$ cat src/rtl/core/breath_rate_detector_unit_macros.svh
// Assertion helpers shared by the breath rate detector RTL.
`ifndef BREATH_RATE_DETECTOR_UNIT_MACROS_SVH
`define BREATH_RATE_DETECTOR_UNIT_MACROS_SVH

// Same-cycle implication, disabled while reset is low
`define BRD_ASSERT_IMP(label, clk, rstn, ante, cons) \
    label: assert property (@(posedge clk) disable iff (!(rstn)) (ante) |-> (cons)) \
        else $error("same-cycle implication check failed");

// Next-cycle implication, disabled while reset is low
`define BRD_ASSERT_NXT(label, clk, rstn, ante, cons) \
    label: assert property (@(posedge clk) disable iff (!(rstn)) (ante) |=> (cons)) \
        else $error("next-cycle implication check failed");

`endif

$ cat src/rtl/core/brd_pkg.sv
package brd_pkg;

    // Build-time defaults
    localparam int CAL_SAMPLES_DEF    = 30;
    localparam int REBASE_SAMPLES_DEF = 20;
    localparam int MAG_BITS_DEF       = 18;

    // Fixed field widths
    localparam int MAG_FIELD_W = 18;
    localparam int STAMP_W     = 32;
    localparam int LIM_W       = 18;
    localparam int HOLD_W      = 16;
    localparam int RATE_W      = 8;
    localparam int CNT_W       = 5;

    // Stream layouts
    localparam int IN_DATA_W  = 56;
    localparam int OUT_DATA_W = 32;
    localparam int OUT_USER_W = 3;
    localparam int USR_SEEN   = 0;
    localparam int USR_MOTION = 1;
    localparam int USR_AVG    = 2;

    // Rate arithmetic
    localparam int RATE_NUM = 60000;
    localparam logic [RATE_W-1:0] RATE_MAX = 8'd255;

    // Register reset values
    localparam logic [LIM_W-1:0]  MOTION_RST   = 18'd12051;
    localparam logic [LIM_W-1:0]  REBASE_RST   = 18'd82;
    localparam logic [LIM_W-1:0]  BREATH_RST   = 18'd25;
    localparam logic [HOLD_W-1:0] HOLDOFF_RST  = 16'd1000;
    localparam logic [RATE_W-1:0] CEILING_RST  = 8'd26;
    localparam logic [RATE_W-1:0] FALLBACK_RST = 8'd16;

    // Configuration register indexes
    localparam int CFG_IDX_W = 3;
    typedef enum logic [CFG_IDX_W-1:0] {
        CFG_MOTION   = 3'd0,
        CFG_REBASE   = 3'd1,
        CFG_BREATH   = 3'd2,
        CFG_HOLDOFF  = 3'd3,
        CFG_CEILING  = 3'd4,
        CFG_FALLBACK = 3'd5
    } cfg_idx_t;

    typedef struct packed {
        logic [LIM_W-1:0]  motion_limit;
        logic [LIM_W-1:0]  rebase_limit;
        logic [LIM_W-1:0]  breath_limit;
        logic [HOLD_W-1:0] holdoff_ms;
        logic [RATE_W-1:0] rate_ceiling;
        logic [RATE_W-1:0] fallback_rate;
    } cfg_t;

    // Breath phase codes
    localparam logic [1:0] PH_NONE = 2'd0;
    localparam logic [1:0] PH_ONE  = 2'd1;
    localparam logic [1:0] PH_TWO  = 2'd2;

    // Sequencer states
    typedef enum logic [2:0] {
        ST_IDLE,
        ST_HOLD,
        ST_EVAL,
        ST_DIV,
        ST_DONE
    } state_t;

endpackage

$ cat src/rtl/core/brd_cfg_regs.sv
module brd_cfg_regs (
    input  logic                           aclk,
    input  logic                           aresetn,
    input  logic                           cfg_valid,
    output logic                           cfg_ready,
    input  logic [brd_pkg::CFG_IDX_W-1:0]  cfg_index,
    input  logic [brd_pkg::LIM_W-1:0]      cfg_wdata,
    output brd_pkg::cfg_t                  cfg
);

    brd_pkg::cfg_t cfg_reg;
    brd_pkg::cfg_t cfg_next;

    assign cfg_ready = 1'b1;
    assign cfg      = cfg_reg;

    // Decode the write beat; unknown indexes are dropped
    always_comb begin
        cfg_next = cfg_reg;
        if (cfg_valid) begin
            case (cfg_index)
                brd_pkg::CFG_MOTION:   cfg_next.motion_limit  = cfg_wdata;
                brd_pkg::CFG_REBASE:   cfg_next.rebase_limit  = cfg_wdata;
                brd_pkg::CFG_BREATH:   cfg_next.breath_limit  = cfg_wdata;
                brd_pkg::CFG_HOLDOFF:  cfg_next.holdoff_ms    = cfg_wdata[brd_pkg::HOLD_W-1:0];
                brd_pkg::CFG_CEILING:  cfg_next.rate_ceiling  = cfg_wdata[brd_pkg::RATE_W-1:0];
                brd_pkg::CFG_FALLBACK: cfg_next.fallback_rate = cfg_wdata[brd_pkg::RATE_W-1:0];
                default: ;
            endcase
        end
    end

    always_ff @(posedge aclk) begin
        if (!aresetn) begin
            cfg_reg.motion_limit  <= brd_pkg::MOTION_RST;
            cfg_reg.rebase_limit  <= brd_pkg::REBASE_RST;
            cfg_reg.breath_limit  <= brd_pkg::BREATH_RST;
            cfg_reg.holdoff_ms    <= brd_pkg::HOLDOFF_RST;
            cfg_reg.rate_ceiling  <= brd_pkg::CEILING_RST;
            cfg_reg.fallback_rate <= brd_pkg::FALLBACK_RST;
        end else begin
            cfg_reg <= cfg_next;
        end
    end

endmodule

$ cat src/rtl/core/brd_div.sv
module brd_div #(
    parameter int DIVIDEND_W = 23,
    parameter int DIVISOR_W  = 32
) (
    input  logic                  aclk,
    input  logic                  aresetn,
    input  logic                  start,
    input  logic [DIVIDEND_W-1:0] dividend,
    input  logic [DIVISOR_W-1:0]  divisor,
    output logic                  busy,
    output logic                  done,
    output logic [DIVIDEND_W-1:0] quotient
);

    localparam int CmpW = (DIVIDEND_W + 1 > DIVISOR_W) ? DIVIDEND_W + 1 : DIVISOR_W;
    localparam int CntW = $clog2(DIVIDEND_W + 1);

    logic                  busy_reg, busy_next;
    logic                  done_reg, done_next;
    logic [CntW-1:0]       cnt_reg, cnt_next;
    logic [DIVIDEND_W-1:0] rem_reg, rem_next;
    logic [DIVIDEND_W-1:0] quo_reg, quo_next;
    logic [DIVISOR_W-1:0]  dsr_reg, dsr_next;

    logic [DIVIDEND_W:0]   rem_shift;
    logic [CmpW-1:0]       rem_wide;
    logic [CmpW-1:0]       dsr_wide;
    logic [CmpW-1:0]       diff;
    logic                  fits;

    assign busy     = busy_reg;
    assign done     = done_reg;
    assign quotient = quo_reg;

    // One restoring step: shift in the next dividend bit, trial subtract
    assign rem_shift = {rem_reg, quo_reg[DIVIDEND_W-1]};
    assign rem_wide  = CmpW'(rem_shift);
    assign dsr_wide  = CmpW'(dsr_reg);
    assign fits      = rem_wide >= dsr_wide;
    assign diff      = rem_wide - dsr_wide;

    always_comb begin
        busy_next = busy_reg;
        done_next = 1'b0;
        cnt_next  = cnt_reg;
        rem_next  = rem_reg;
        quo_next  = quo_reg;
        dsr_next  = dsr_reg;
        if (start) begin
            busy_next = 1'b1;
            cnt_next  = '0;
            rem_next  = '0;
            quo_next  = dividend;
            dsr_next  = divisor;
        end else if (busy_reg) begin
            rem_next = fits ? diff[DIVIDEND_W-1:0] : rem_shift[DIVIDEND_W-1:0];
            quo_next = {quo_reg[DIVIDEND_W-2:0], fits};
            cnt_next = cnt_reg + CntW'(1);
            if (cnt_reg == CntW'(DIVIDEND_W - 1)) begin
                busy_next = 1'b0;
                done_next = 1'b1;
            end
        end
    end

    always_ff @(posedge aclk) begin
        if (!aresetn) begin
            busy_reg <= 1'b0;
            done_reg <= 1'b0;
        end else begin
            busy_reg <= busy_next;
            done_reg <= done_next;
        end
    end

    always_ff @(posedge aclk) begin
        cnt_reg <= cnt_next;
        rem_reg <= rem_next;
        quo_reg <= quo_next;
        dsr_reg <= dsr_next;
    end

endmodule

$ cat src/rtl/core/breath_rate_detector_unit.sv
// A beat is captured in IDLE and goes through HOLD, EVAL and DONE, which registers the
// result beat once the output is free; a beat closing a baseline average or, with a nonzero
// span, a third breath also goes through DIV. s_tready is low from capture until the result
// is registered, also while the shared serial divider runs (one quotient bit per cycle).
// Reset (aresetn low, synchronous): registers to reset values, rate 0, baseline 0,
// and a startup average of CAL_SAMPLES beats armed.
`include "breath_rate_detector_unit_macros.svh"

module breath_rate_detector_unit #(
    parameter int CAL_SAMPLES    = brd_pkg::CAL_SAMPLES_DEF,
    parameter int REBASE_SAMPLES = brd_pkg::REBASE_SAMPLES_DEF,
    parameter int MAG_BITS       = brd_pkg::MAG_BITS_DEF
) (
    input  logic                           aclk,
    input  logic                           aresetn,
    // config write channel
    input  logic                           cfg_valid,
    output logic                           cfg_ready,
    input  logic [brd_pkg::CFG_IDX_W-1:0]  cfg_index,
    input  logic [brd_pkg::LIM_W-1:0]      cfg_wdata,
    // input samples
    input  logic                           s_tvalid,
    output logic                           s_tready,
    input  logic [brd_pkg::IN_DATA_W-1:0]  s_tdata,   // magnitude[17:0], stamp_ms[49:18]
    // results
    output logic                           m_tvalid,
    input  logic                           m_tready,
    output logic [brd_pkg::OUT_DATA_W-1:0] m_tdata,   // breaths_per_minute[7:0],
                                                      // baseline_out[25:8]
    output logic [brd_pkg::OUT_USER_W-1:0] m_tuser    // breath_seen[0], motion_reject[1],
                                                      // averaging[2]
);

    localparam int MagW  = (MAG_BITS < brd_pkg::MAG_FIELD_W) ? MAG_BITS : brd_pkg::MAG_FIELD_W;
    localparam int SumW  = MagW + brd_pkg::CNT_W;
    localparam int CntW  = brd_pkg::CNT_W;
    localparam int RateW = brd_pkg::RATE_W;
    localparam int StW   = brd_pkg::STAMP_W;
    localparam int LimW  = brd_pkg::LIM_W;

    brd_pkg::cfg_t cfg;

    brd_pkg::state_t state_reg, state_next;

    // sample and work registers
    logic [MagW-1:0]  mag_reg, mag_next;
    logic [StW-1:0]   stamp_reg, stamp_next;
    logic [MagW-1:0]  dev_reg, dev_next;

    // detector state
    logic [MagW-1:0]  baseline_reg, baseline_next;
    logic [SumW-1:0]  sum_reg, sum_next;
    logic [CntW-1:0]  avg_count_reg, avg_count_next;
    logic [CntW-1:0]  avg_target_reg, avg_target_next;
    logic             collecting_reg, collecting_next;
    logic             hold_active_reg, hold_active_next;
    logic [StW-1:0]   hold_start_reg, hold_start_next;
    logic [1:0]       phase_reg, phase_next;
    logic [StW-1:0]   first_reg, first_next;
    logic [RateW-1:0] rate_reg, rate_next;

    // per-beat flags and divider role
    logic             seen_reg, seen_next;
    logic             motion_reg, motion_next;
    logic             avgf_reg, avgf_next;
    logic             div_rate_reg, div_rate_next;

    // output register
    logic                           m_tvalid_reg, m_tvalid_next;
    logic [brd_pkg::OUT_DATA_W-1:0] m_tdata_reg, m_tdata_next;
    logic [brd_pkg::OUT_USER_W-1:0] m_tuser_reg, m_tuser_next;

    // shared divider
    logic             div_start;
    logic [SumW-1:0]  div_dividend;
    logic [StW-1:0]   div_divisor;
    logic             div_busy;
    logic             div_done;
    logic [SumW-1:0]  div_quo;

    // combinational helpers
    logic             s_accept;
    logic             out_free;
    logic             publish;
    logic [StW-1:0]   hold_age;
    logic [LimW-1:0]  dev_ext;
    logic [SumW-1:0]  sum_plus;
    logic [CntW-1:0]  cnt_inc;
    logic [StW-1:0]   span;

    brd_cfg_regs u_cfg (
        .aclk      (aclk),
        .aresetn   (aresetn),
        .cfg_valid (cfg_valid),
        .cfg_ready (cfg_ready),
        .cfg_index (cfg_index),
        .cfg_wdata (cfg_wdata),
        .cfg       (cfg)
    );

    brd_div #(
        .DIVIDEND_W (SumW),
        .DIVISOR_W  (StW)
    ) u_div (
        .aclk     (aclk),
        .aresetn  (aresetn),
        .start    (div_start),
        .dividend (div_dividend),
        .divisor  (div_divisor),
        .busy     (div_busy),
        .done     (div_done),
        .quotient (div_quo)
    );

    assign s_tready = (state_reg == brd_pkg::ST_IDLE);
    assign s_accept = s_tvalid && s_tready;
    assign out_free = !m_tvalid_reg || m_tready;
    assign publish  = (state_reg == brd_pkg::ST_DONE) && out_free;

    assign m_tvalid = m_tvalid_reg;
    assign m_tdata  = m_tdata_reg;
    assign m_tuser  = m_tuser_reg;

    assign hold_age = stamp_reg - hold_start_reg;
    assign dev_ext  = LimW'(dev_reg);
    assign sum_plus = sum_reg + SumW'(mag_reg);
    assign cnt_inc  = avg_count_reg + CntW'(1);
    assign span     = stamp_reg - first_reg;

    // Sequencer: capture, holdoff/deviation, decision, divide, publish
    always_comb begin
        state_next       = state_reg;
        mag_next         = mag_reg;
        stamp_next       = stamp_reg;
        dev_next         = dev_reg;
        baseline_next    = baseline_reg;
        sum_next         = sum_reg;
        avg_count_next   = avg_count_reg;
        avg_target_next  = avg_target_reg;
        collecting_next  = collecting_reg;
        hold_active_next = hold_active_reg;
        hold_start_next  = hold_start_reg;
        phase_next       = phase_reg;
        first_next       = first_reg;
        rate_next        = rate_reg;
        seen_next        = seen_reg;
        motion_next      = motion_reg;
        avgf_next        = avgf_reg;
        div_rate_next    = div_rate_reg;
        m_tvalid_next    = m_tvalid_reg;
        m_tdata_next     = m_tdata_reg;
        m_tuser_next     = m_tuser_reg;
        div_start        = 1'b0;
        div_dividend     = sum_plus + SumW'(avg_target_reg >> 1);
        div_divisor      = StW'(avg_target_reg);

        if (m_tvalid_reg && m_tready) begin
            m_tvalid_next = 1'b0;
        end

        unique case (state_reg)
            brd_pkg::ST_IDLE: begin
                if (s_accept) begin
                    mag_next    = s_tdata[MagW-1:0];
                    stamp_next  = s_tdata[brd_pkg::MAG_FIELD_W +: StW];
                    seen_next   = 1'b0;
                    motion_next = 1'b0;
                    avgf_next   = 1'b0;
                    state_next  = brd_pkg::ST_HOLD;
                end
            end

            // holdoff expiry and deviation from the baseline
            brd_pkg::ST_HOLD: begin
                if (hold_active_reg && (hold_age > StW'(cfg.holdoff_ms))) begin
                    hold_active_next = 1'b0;
                end
                dev_next   = (mag_reg >= baseline_reg) ? mag_reg - baseline_reg
                                                       : baseline_reg - mag_reg;
                state_next = brd_pkg::ST_EVAL;
            end

            brd_pkg::ST_EVAL: begin
                state_next = brd_pkg::ST_DONE;
                if (collecting_reg) begin
                    // baseline average in progress
                    avgf_next      = 1'b1;
                    sum_next       = sum_plus;
                    avg_count_next = cnt_inc;
                    if (cnt_inc >= avg_target_reg) begin
                        collecting_next = 1'b0;
                        div_start       = 1'b1;
                        div_rate_next   = 1'b0;
                        state_next      = brd_pkg::ST_DIV;
                    end
                end else if (dev_ext > cfg.motion_limit) begin
                    motion_next = 1'b1;
                end else if ((dev_ext > cfg.rebase_limit) || (rate_reg > cfg.rate_ceiling)) begin
                    // start a new baseline
                    collecting_next = 1'b1;
                    avg_target_next = CntW'(REBASE_SAMPLES);
                    avg_count_next  = '0;
                    sum_next        = '0;
                    rate_next       = cfg.fallback_rate;
                    avgf_next       = 1'b1;
                end else if (!hold_active_reg && (dev_ext > cfg.breath_limit)) begin
                    seen_next        = 1'b1;
                    hold_active_next = 1'b1;
                    hold_start_next  = stamp_reg;
                    case (phase_reg)
                        brd_pkg::PH_ONE: phase_next = brd_pkg::PH_TWO;
                        brd_pkg::PH_TWO: begin
                            phase_next = brd_pkg::PH_NONE;
                            if (span == '0) begin
                                rate_next = brd_pkg::RATE_MAX;
                            end else begin
                                div_start     = 1'b1;
                                div_dividend  = SumW'(brd_pkg::RATE_NUM);
                                div_divisor   = span;
                                div_rate_next = 1'b1;
                                state_next    = brd_pkg::ST_DIV;
                            end
                        end
                        default: begin
                            first_next = stamp_reg;
                            phase_next = brd_pkg::PH_ONE;
                        end
                    endcase
                end
            end

            // wait for the shared divider, then take its quotient
            brd_pkg::ST_DIV: begin
                if (div_done) begin
                    if (div_rate_reg) begin
                        rate_next = (div_quo > SumW'(brd_pkg::RATE_MAX))
                                  ? brd_pkg::RATE_MAX : div_quo[RateW-1:0];
                    end else begin
                        baseline_next = div_quo[MagW-1:0];
                    end
                    state_next = brd_pkg::ST_DONE;
                end
            end

            brd_pkg::ST_DONE: begin
                if (out_free) begin
                    m_tvalid_next = 1'b1;
                    m_tdata_next  = {(brd_pkg::OUT_DATA_W - RateW - LimW)'(0),
                                     LimW'(baseline_reg), rate_reg};
                    m_tuser_next  = {avgf_reg, motion_reg, seen_reg};
                    state_next    = brd_pkg::ST_IDLE;
                end
            end

            default: state_next = brd_pkg::ST_IDLE;
        endcase
    end

    // control and architectural state
    always_ff @(posedge aclk) begin
        if (!aresetn) begin
            state_reg       <= brd_pkg::ST_IDLE;
            baseline_reg    <= '0;
            sum_reg         <= '0;
            avg_count_reg   <= '0;
            avg_target_reg  <= CntW'(CAL_SAMPLES);
            collecting_reg  <= 1'b1;
            hold_active_reg <= 1'b0;
            hold_start_reg  <= '0;
            phase_reg       <= brd_pkg::PH_NONE;
            first_reg       <= '0;
            rate_reg        <= '0;
            m_tvalid_reg    <= 1'b0;
        end else begin
            state_reg       <= state_next;
            baseline_reg    <= baseline_next;
            sum_reg         <= sum_next;
            avg_count_reg   <= avg_count_next;
            avg_target_reg  <= avg_target_next;
            collecting_reg  <= collecting_next;
            hold_active_reg <= hold_active_next;
            hold_start_reg  <= hold_start_next;
            phase_reg       <= phase_next;
            first_reg       <= first_next;
            rate_reg        <= rate_next;
            m_tvalid_reg    <= m_tvalid_next;
        end
    end

    // payload registers
    always_ff @(posedge aclk) begin
        mag_reg      <= mag_next;
        stamp_reg    <= stamp_next;
        dev_reg      <= dev_next;
        seen_reg     <= seen_next;
        motion_reg   <= motion_next;
        avgf_reg     <= avgf_next;
        div_rate_reg <= div_rate_next;
        m_tdata_reg  <= m_tdata_next;
        m_tuser_reg  <= m_tuser_next;
    end

    // checks
    `BRD_ASSERT_IMP(a_done_in_div, aclk, aresetn, div_done, state_reg == brd_pkg::ST_DIV)
    `BRD_ASSERT_IMP(a_start_in_eval, aclk, aresetn, div_start, (state_reg == brd_pkg::ST_EVAL) && !div_busy)
    `BRD_ASSERT_IMP(a_count_below_target, aclk, aresetn, collecting_reg, avg_count_reg < avg_target_reg)
    `BRD_ASSERT_NXT(a_publish, aclk, aresetn, publish, m_tvalid_reg && s_tready)

endmodule
$ cat config.mk
export PLATFORM = sky130hd
export DESIGN_NAME = breath_rate_detector_unit
export DESIGN_NICKNAME = d
export VERILOG_FILES = /design/src/rtl/core/brd_pkg.sv /design/src/rtl/core/brd_cfg_regs.sv /design/src/rtl/core/brd_div.sv /design/src/rtl/core/breath_rate_detector_unit.sv
export VERILOG_INCLUDE_DIRS = /design/src /design/src/rtl/core
export SDC_FILE = /design/constraint.sdc
export NUM_CORES = 1
export LEC_CHECK = 0
export BUFFER_PORTS_ARGS = -buffer_cell sky130_fd_sc_hd__buf_2
export CAP_MARGIN = 10
export CELL_PAD_IN_SITES_DETAIL_PLACEMENT = 0
export CELL_PAD_IN_SITES_GLOBAL_PLACEMENT = 1
export CORE_MARGIN = 4
export CORE_UTILIZATION = 44
export CTS_CLUSTER_DIAMETER = 30
export CTS_CLUSTER_SIZE = 28
export DETAILED_ROUTE_END_ITERATION = 6
export PLACE_DENSITY_LB_ADDON = 0.2
export SYNTH_ARGS = -nofsm -noshare
export SYNTH_HDL_FRONTEND = slang
export SYNTH_SLANG_ARGS = --single-unit
$ cat constraint.sdc
create_clock -name aclk -period 4.7 [get_ports aclk]
set_clock_uncertainty 0.2 [all_clocks]
set_input_delay 0.47 -clock aclk [delete_from_list [all_inputs] [get_ports aclk]]
set_output_delay 0.47 -clock aclk [all_outputs]
set_load 0.02 [all_outputs]
==> results_dict.tcl, run 1 <==
set metrics [dict create \
    finalPower_uw 13000 \
    drive_gt1_frac 0.133 \
    grt.overflow.total 0 \
    start_util 0.446 \
    r2r_end "u_div.quotient[10]$_DFFE_PP_" \
    die_h_um 250 \
    clkSlewWorstSetupHoldPaths_ps 40 \
    synth_top_flop_cell "dfxtp_1" \
    die_area_um2 62500 \
    port_buffers 106 \
    grt_max_degree 100 \
    worstPathRequired_ps 4880 \
    register_area_um2 9550 \
    worstSetupPathType "register to register" \
    fmax_mhz 224 \
    cap_violations 0 \
    utilization 0.553 \
    r2r_slack_ps 230 \
    ys_seq_area_frac 0.370 \
    min_period_ps 4470 \
    hold_violations 0 \
    wire_per_inst_um 19.5 \
    clock_sinks 399 \
    die_w_um 250 \
    synth_cells 3009 \
    final_cell_mix "nand2_1 (396), a21oi_1 (289), inv_1 (252)" \
    worstRegToRegCells 15 \
    cts_made_buffers 106 \
    netlist_area_um2 25800 \
    rsz0062_at_grt "yes" \
    antenna_left 0 \
    route.detailed.drc 0 \
    clkLatencyLatePin_ps 650 \
    finalSetupViolCount 0 \
    syn2layout_area_growth_pct 24.0 \
    ys_types 95 \
    first_iter_violations 1894 \
    fin_setup_tns_ps 0 \
    core_area_um2 57800 \
    min_from "m_tready" \
    worstHoldPathCells 4 \
    ys_async_sr_fraction 0 \
    largest_reg_flops 86 \
    path_max_fanout 23 \
    multiInputGateArea_um2 14800 \
    fin_nets 3548 \
    dp_hpwl_um 59000 \
    io_pins 120 \
    cp-end-kind "register" \
    mostFrequentLayoutCell "nand2_1" \
    gr-usage-all-layers 0.247 \
    p_leak_uw 0.0130 \
    firstDrtPassIters 6 \
    worst_hold_slack_ps 72.5 \
    vias 23018 \
    syn_area_per_cell_um2 8.57 \
    h-tree-depth 3 \
    crit_path_start_kind "register" \
    reg2reg_from "stamp_reg[0]$_DFFE_PP_" \
    grt_pass1_vias 22137 \
    grt_pass1_wl_um 124000 \
    ctsRootBufferMaster "clkbuf_16" \
    power_density_nw_per_um2 406 \
    worstPathArrival_ps 4660 \
    holdPathEnd "m_tvalid$_SDFF_PN0_" \
    max_slew_margin 0.249 \
    ys_ff_latch 399 \
    maxSlewViolCount 0 \
    status "finished clean" \
    routed_via_density 5.62 \
    gp_congestion 0.919 \
    wl_um 79600 \
    cts_buffer_depth 3 \
    antenna_found_initial 0 \
    cts_tree "done" \
    num-fill-cells 5260 \
    synth-edff-count 156 \
    hp-class "input port to register" \
    rows 88 \
    tightestPinTransition_ps 1120 \
    period_share 0.952 \
    vdd_ir_drop_max_mv 0.294 \
    yosys_warnings 0 \
]
## per-stage QoR
stage,setup slack (ps),std cells,instance area [um^2]
floorplan,150,3014,25800
global placement,150,3821,27300
detailed placement,-52.8,3821,27300
CTS,0.989,4091,31900
global route,-38.2,4092,32000
finish,226,4093,32000
## report_power, final
part	switching, uW	internal (uW)	total [uW]
sequential	87.6	3700	3790
combinational	900	583	1480
clock	2280	5440	7720
total	3270	9720	13000
## synth_stat cells (all sizes together) (9+ instances only)
| cell type | number | area [um^2] |
|---|---|---|
| or2 | 12 | 75.1 |
| mux2i | 77 | 771 |
| and3 | 25 | 161 |
| buf | 24 | 159 |
| a211oi | 49 | 463 |
| nand4 | 51 | 325 |
| o21ai | 84 | 424 |
| clkbuf | 116 | 437 |
| and2 | 24 | 150 |
| a21o | 75 | 563 |
| nor3b | 9 | 67.6 |
| nand3 | 62 | 310 |
| a22oi | 27 | 203 |
| nor2 | 243 | 912 |
| or3 | 19 | 124 |
| o32a | 9 | 90.1 |
| a21oi | 295 | 1500 |
| edfxtp | 156 | 4680 |
| inv | 252 | 946 |
| and4 | 11 | 96.3 |
| a2111oi | 14 | 124 |
| a21boi | 10 | 75.1 |
| ha | 227 | 2840 |
| nor2b | 24 | 150 |
| a31oi | 14 | 87.6 |
| nand2b | 23 | 144 |
| o21a | 36 | 270 |
| nand3b | 12 | 90.1 |
| o21bai | 19 | 143 |
| xor2 | 41 | 359 |
| a211o | 9 | 78.8 |
| nand4b | 10 | 93.8 |
| dfxtp | 243 | 4860 |
| nor4 | 19 | 134 |
| o31ai | 10 | 75.1 |
| nand2 | 398 | 1490 |
| nor3 | 55 | 275 |
| o211ai | 44 | 330 |
| xnor2 | 67 | 587 |
## repair_timing
| action | CTS | global route |
|---|---|---|
| endpoints found under the hold margin | 131 | 0 |
| hold buffers | 68 | 0 |
| setup buffers | 0 | 1 |
| pin swaps | 1 | 9 |
| resized for setup | 3 | 18 |
| endpoints found under the setup margin | 1 | 60 |
## worst max-delay path, cell delays in order, from the launching register on
cell and delay [ps]:
edfxtp_1 340, inv_1 60, buf_4 130, ha_1 220, fa_1 400, nand2b_1 210, a21oi_1 260, o21ai_1 180
a211oi_1 470, nor3_1 190, xor2_1 290, nand4_1 120, and4b_1 340, a311o_1 370, nand3_1 180, buf_12 220
## worst max path at each step
stage	end	cells past startpoint	start
CTS	hold_active_reg$_SDFFE_PN0P_	21	stamp_reg[0]$_DFFE_PP_
floorplan	u_div.quotient[0]$_DFFE_PP_	11	stamp_reg[5]$_DFFE_PP_
finish	u_div.quotient[10]$_DFFE_PP_	15	stamp_reg[0]$_DFFE_PP_
global placement	hold_active_reg$_SDFFE_PN0P_	21	stamp_reg[0]$_DFFE_PP_
global route	hold_active_reg$_SDFFE_PN0P_	21	hold_start_reg[1]$_SDFFE_PN0P_
detailed placement	hold_active_reg$_SDFFE_PN0P_	21	stamp_reg[0]$_DFFE_PP_
## area by class of cell
class	instances	area share
Sequential cell	399	0.299
Tap cell	765	0.0299
Clock buffer	123	0.0862
Timing Repair Buffer	251	0.0571
Multi-Input combinational cell	2222	0.464
Clock inverter	79	0.0341
Inverter	253	0.0299
Antenna cell	1	0.0000783
## cells by family after synthesis
family,count (synthesis),synth area share
AND/OR/NAND/NOR,1014,0.185
AO/OA/AOI/OAI,778,0.201
flip-flops,399,0.370
buffers and inverters,393,0.0600
adder cells (fa/ha/maj),233,0.115
XOR/XNOR,108,0.0367
multiplexers,82,0.0321
other,2,0.000291
## metal layers
layer  up-vias  global-route usage  share of wire
li1      11263                   -              -
met1     10962               0.366           0.48
met2       643               0.371           0.43
met3       150              0.0405          0.058
met4         0              0.0747          0.029
met5         -                   0              0
Power figures use the tool's default switching activity.
==> run 2, diff against run 1 <==
==> constraint.sdc (replaced) <==
create_clock -name aclk -period 4.7 [get_ports aclk]
set_clock_uncertainty 0.2 [all_clocks]
set_input_delay 0.94 -clock aclk [delete_from_list [all_inputs] [get_ports aclk]]
set_output_delay 0.94 -clock aclk [all_outputs]
set_load 0.02 [all_outputs]
==> run 2 against run 1 <==
Net effect: combinational power down 3%; sequential share of layout area up 0.80 points; design area down 2.6%; via count down 2.1%; worst hold slack better by 180 ps; setup slack worse by 49 ps; clock power down 6.1%; final cell count down 1.7%; highest routed layer unchanged.
==> results_dict.tcl, run 2 (same netlist as run 1, synthesis figures left out) <==
set metrics [dict create \
    status "finished clean" \
    min_from "first_reg[19]$_SDFFE_PN0P_" \
    grt.overflow.total 0 \
    io_pins 120 \
    syn2layout_area_growth_pct 20.8 \
    fin_setup_tns_ps 0 \
    maxSlewViolCount 0 \
    cpPeakStageDelay_ps 550 \
    register_area_um2 9550 \
    worstRegToRegCells 15 \
    num-fill-cells 5392 \
    cp-end-kind "register" \
    p_leak_uw 0.0126 \
    tightestPinTransition_ps 1080 \
    cp.buffers_inverters 3 \
    largest_reg_flops 86 \
    critical-path-top-delay-family "compound AO/OA/AOI/OAI gates" \
    clkSlewWorstSetupHoldPaths_ps 40 \
    r2r_end "u_div.quotient[22]$_DFFE_PP_" \
    mostFrequentLayoutCell "nand2_1" \
    die_h_um 250 \
    vdd_ir_drop_max_mv 0.290 \
    path_max_fanout 23 \
    crit_path_start_kind "register" \
    antenna_found_initial 0 \
    cap_violations 0 \
    vias 22532 \
    cts_tree "done" \
    wl_um 77400 \
    worstHoldPathCells 2 \
    power_density_nw_per_um2 401 \
    grt_max_degree 90 \
    worstPathCellList "inv_1 > buf_4 > ha_1 > fa_1 > nand2b_1 > a21o_1 > a21oi_2 > a31o_2 > a31oi_1 > a311oi_1 > nor3_1 > and4b_1 > a311o_1 > nand3_1 > buf_12" \
    multiInputGateArea_um2 14800 \
    grt_pass1_vias 21602 \
    finalSetupViolCount 0 \
    antenna_left 0 \
    grt_pass1_wl_um 121000 \
    cts_made_buffers 102 \
    n_antenna_cell 0 \
    dp_hpwl_um 58000 \
    port_buffers 106 \
    ctsRootBufferMaster "clkbuf_16" \
    worstPathRequired_ps 4810 \
    clock_sinks 399 \
    gp_congestion 0.933 \
    max_slew_margin 0.279 \
    holdPathEnd "first_reg[19]$_SDFFE_PN0P_" \
    route.detailed.drc 0 \
    core_area_um2 57800 \
    cts_buffer_depth 3 \
    h-tree-depth 3 \
    start_util 0.446 \
    rows 88 \
    critPathSlowestCell "a311oi_1" \
    r2r_slack_ps 180 \
    min_period_ps 4520 \
    hold_violations 0 \
    wire_per_inst_um 19.2 \
    first_iter_violations 1778 \
    cts_hold_buf 0 \
    worstPathArrival_ps 4640 \
    reg2reg_from "stamp_reg[0]$_DFFE_PP_" \
    final_cell_mix "nand2_1 (397), a21oi_1 (291), inv_1 (252)" \
    worst_hold_slack_ps 249 \
    period_share 0.962 \
    die_area_um2 62500 \
    clkLatencyLatePin_ps 640 \
    firstDrtPassIters 6 \
    fin_nets 3483 \
    drive_gt1_frac 0.135 \
    die_w_um 250 \
    gr-usage-all-layers 0.240 \
    fmax_mhz 221 \
    hp-class "register to register" \
    worstSetupPathType "register to register" \
    routed_via_density 5.60 \
]
run 2: cell types whose count changed in the layout (fill, tap and decap cells not counted), sizes merged:
cell and delta:
clkbuf -3, dlygate4sd3 -68, diode -1, inv -1, bufinv -7, clkinv -3
clkinvlp +5, buf +7
run 2: final cells by class:
type / count / share of cell area
clock buffers: 120 / 0.0878
repair buffers: 190 / 0.0389
clock inverters: 73 / 0.0287
multi-input cells: 2222 / 0.476
inverters: 253 / 0.0307
flip-flops and latches: 399 / 0.307
well taps: 765 / 0.0307
run 2: stage by stage:
stage	cell area (um^2)	power, uW	instances	utilization	setup slack [ps]
2_1_floorplan	25800	4780	3014	-	150
3_3_place_gp	27400	5230	3828	0.474	4.39
3_5_place_dp	27400	5250	3828	0.474	-51.9
4_1_cts	31000	12600	4021	0.537	14.3
5_1_grt	31100	13000	4022	0.539	-4.05
6_report	31100	12500	4022	0.539	177
run 2: power breakdown:
group | internal [uW] | leakage [uW] | total (uW) | switching [uW]
sequential | 3700 | 0.00338 | 3790 | 88.8
combinational | 552 | 0.00752 | 1440 | 888
clock | 5020 | 0.00172 | 7250 | 2230
run 2: worst min-delay path: stages (launching register included):
cell	delay, ps
dfxtp_1	300
nand2_1	50
a21oi_1	50
run 2: what timing repair did:
item	in CTS	in global routing
buffers inserted	0	1
resized for setup	2	18
pin swaps	0	7
endpoints found under the setup margin	1	91
run 2: worst max-delay path by stage:
stage                           start                           end  slack (ps)  depth (start not counted)
6_report       stamp_reg[0]$_DFFE_PP_  u_div.quotient[22]$_DFFE_PP_         180                         15
5_1_grt        stamp_reg[0]$_DFFE_PP_  hold_active_reg$_SDFFE_PN0P_          -4                         21
4_1_cts        stamp_reg[1]$_DFFE_PP_  hold_active_reg$_SDFFE_PN0P_          10                         21
3_5_place_dp   stamp_reg[0]$_DFFE_PP_  hold_active_reg$_SDFFE_PN0P_         -50                         22
3_3_place_gp   stamp_reg[0]$_DFFE_PP_  hold_active_reg$_SDFFE_PN0P_           4                         22
2_1_floorplan  stamp_reg[5]$_DFFE_PP_   u_div.quotient[0]$_DFFE_PP_         150                         11
run 2: routing by layer:
layer,part of all wire,up-vias,global-route usage
li1,-,11083,-
met1,0.48,10634,0.350
met2,0.43,697,0.363
met3,0.064,118,0.0426
met4,0.028,0,0.0726
met5,0,-,0
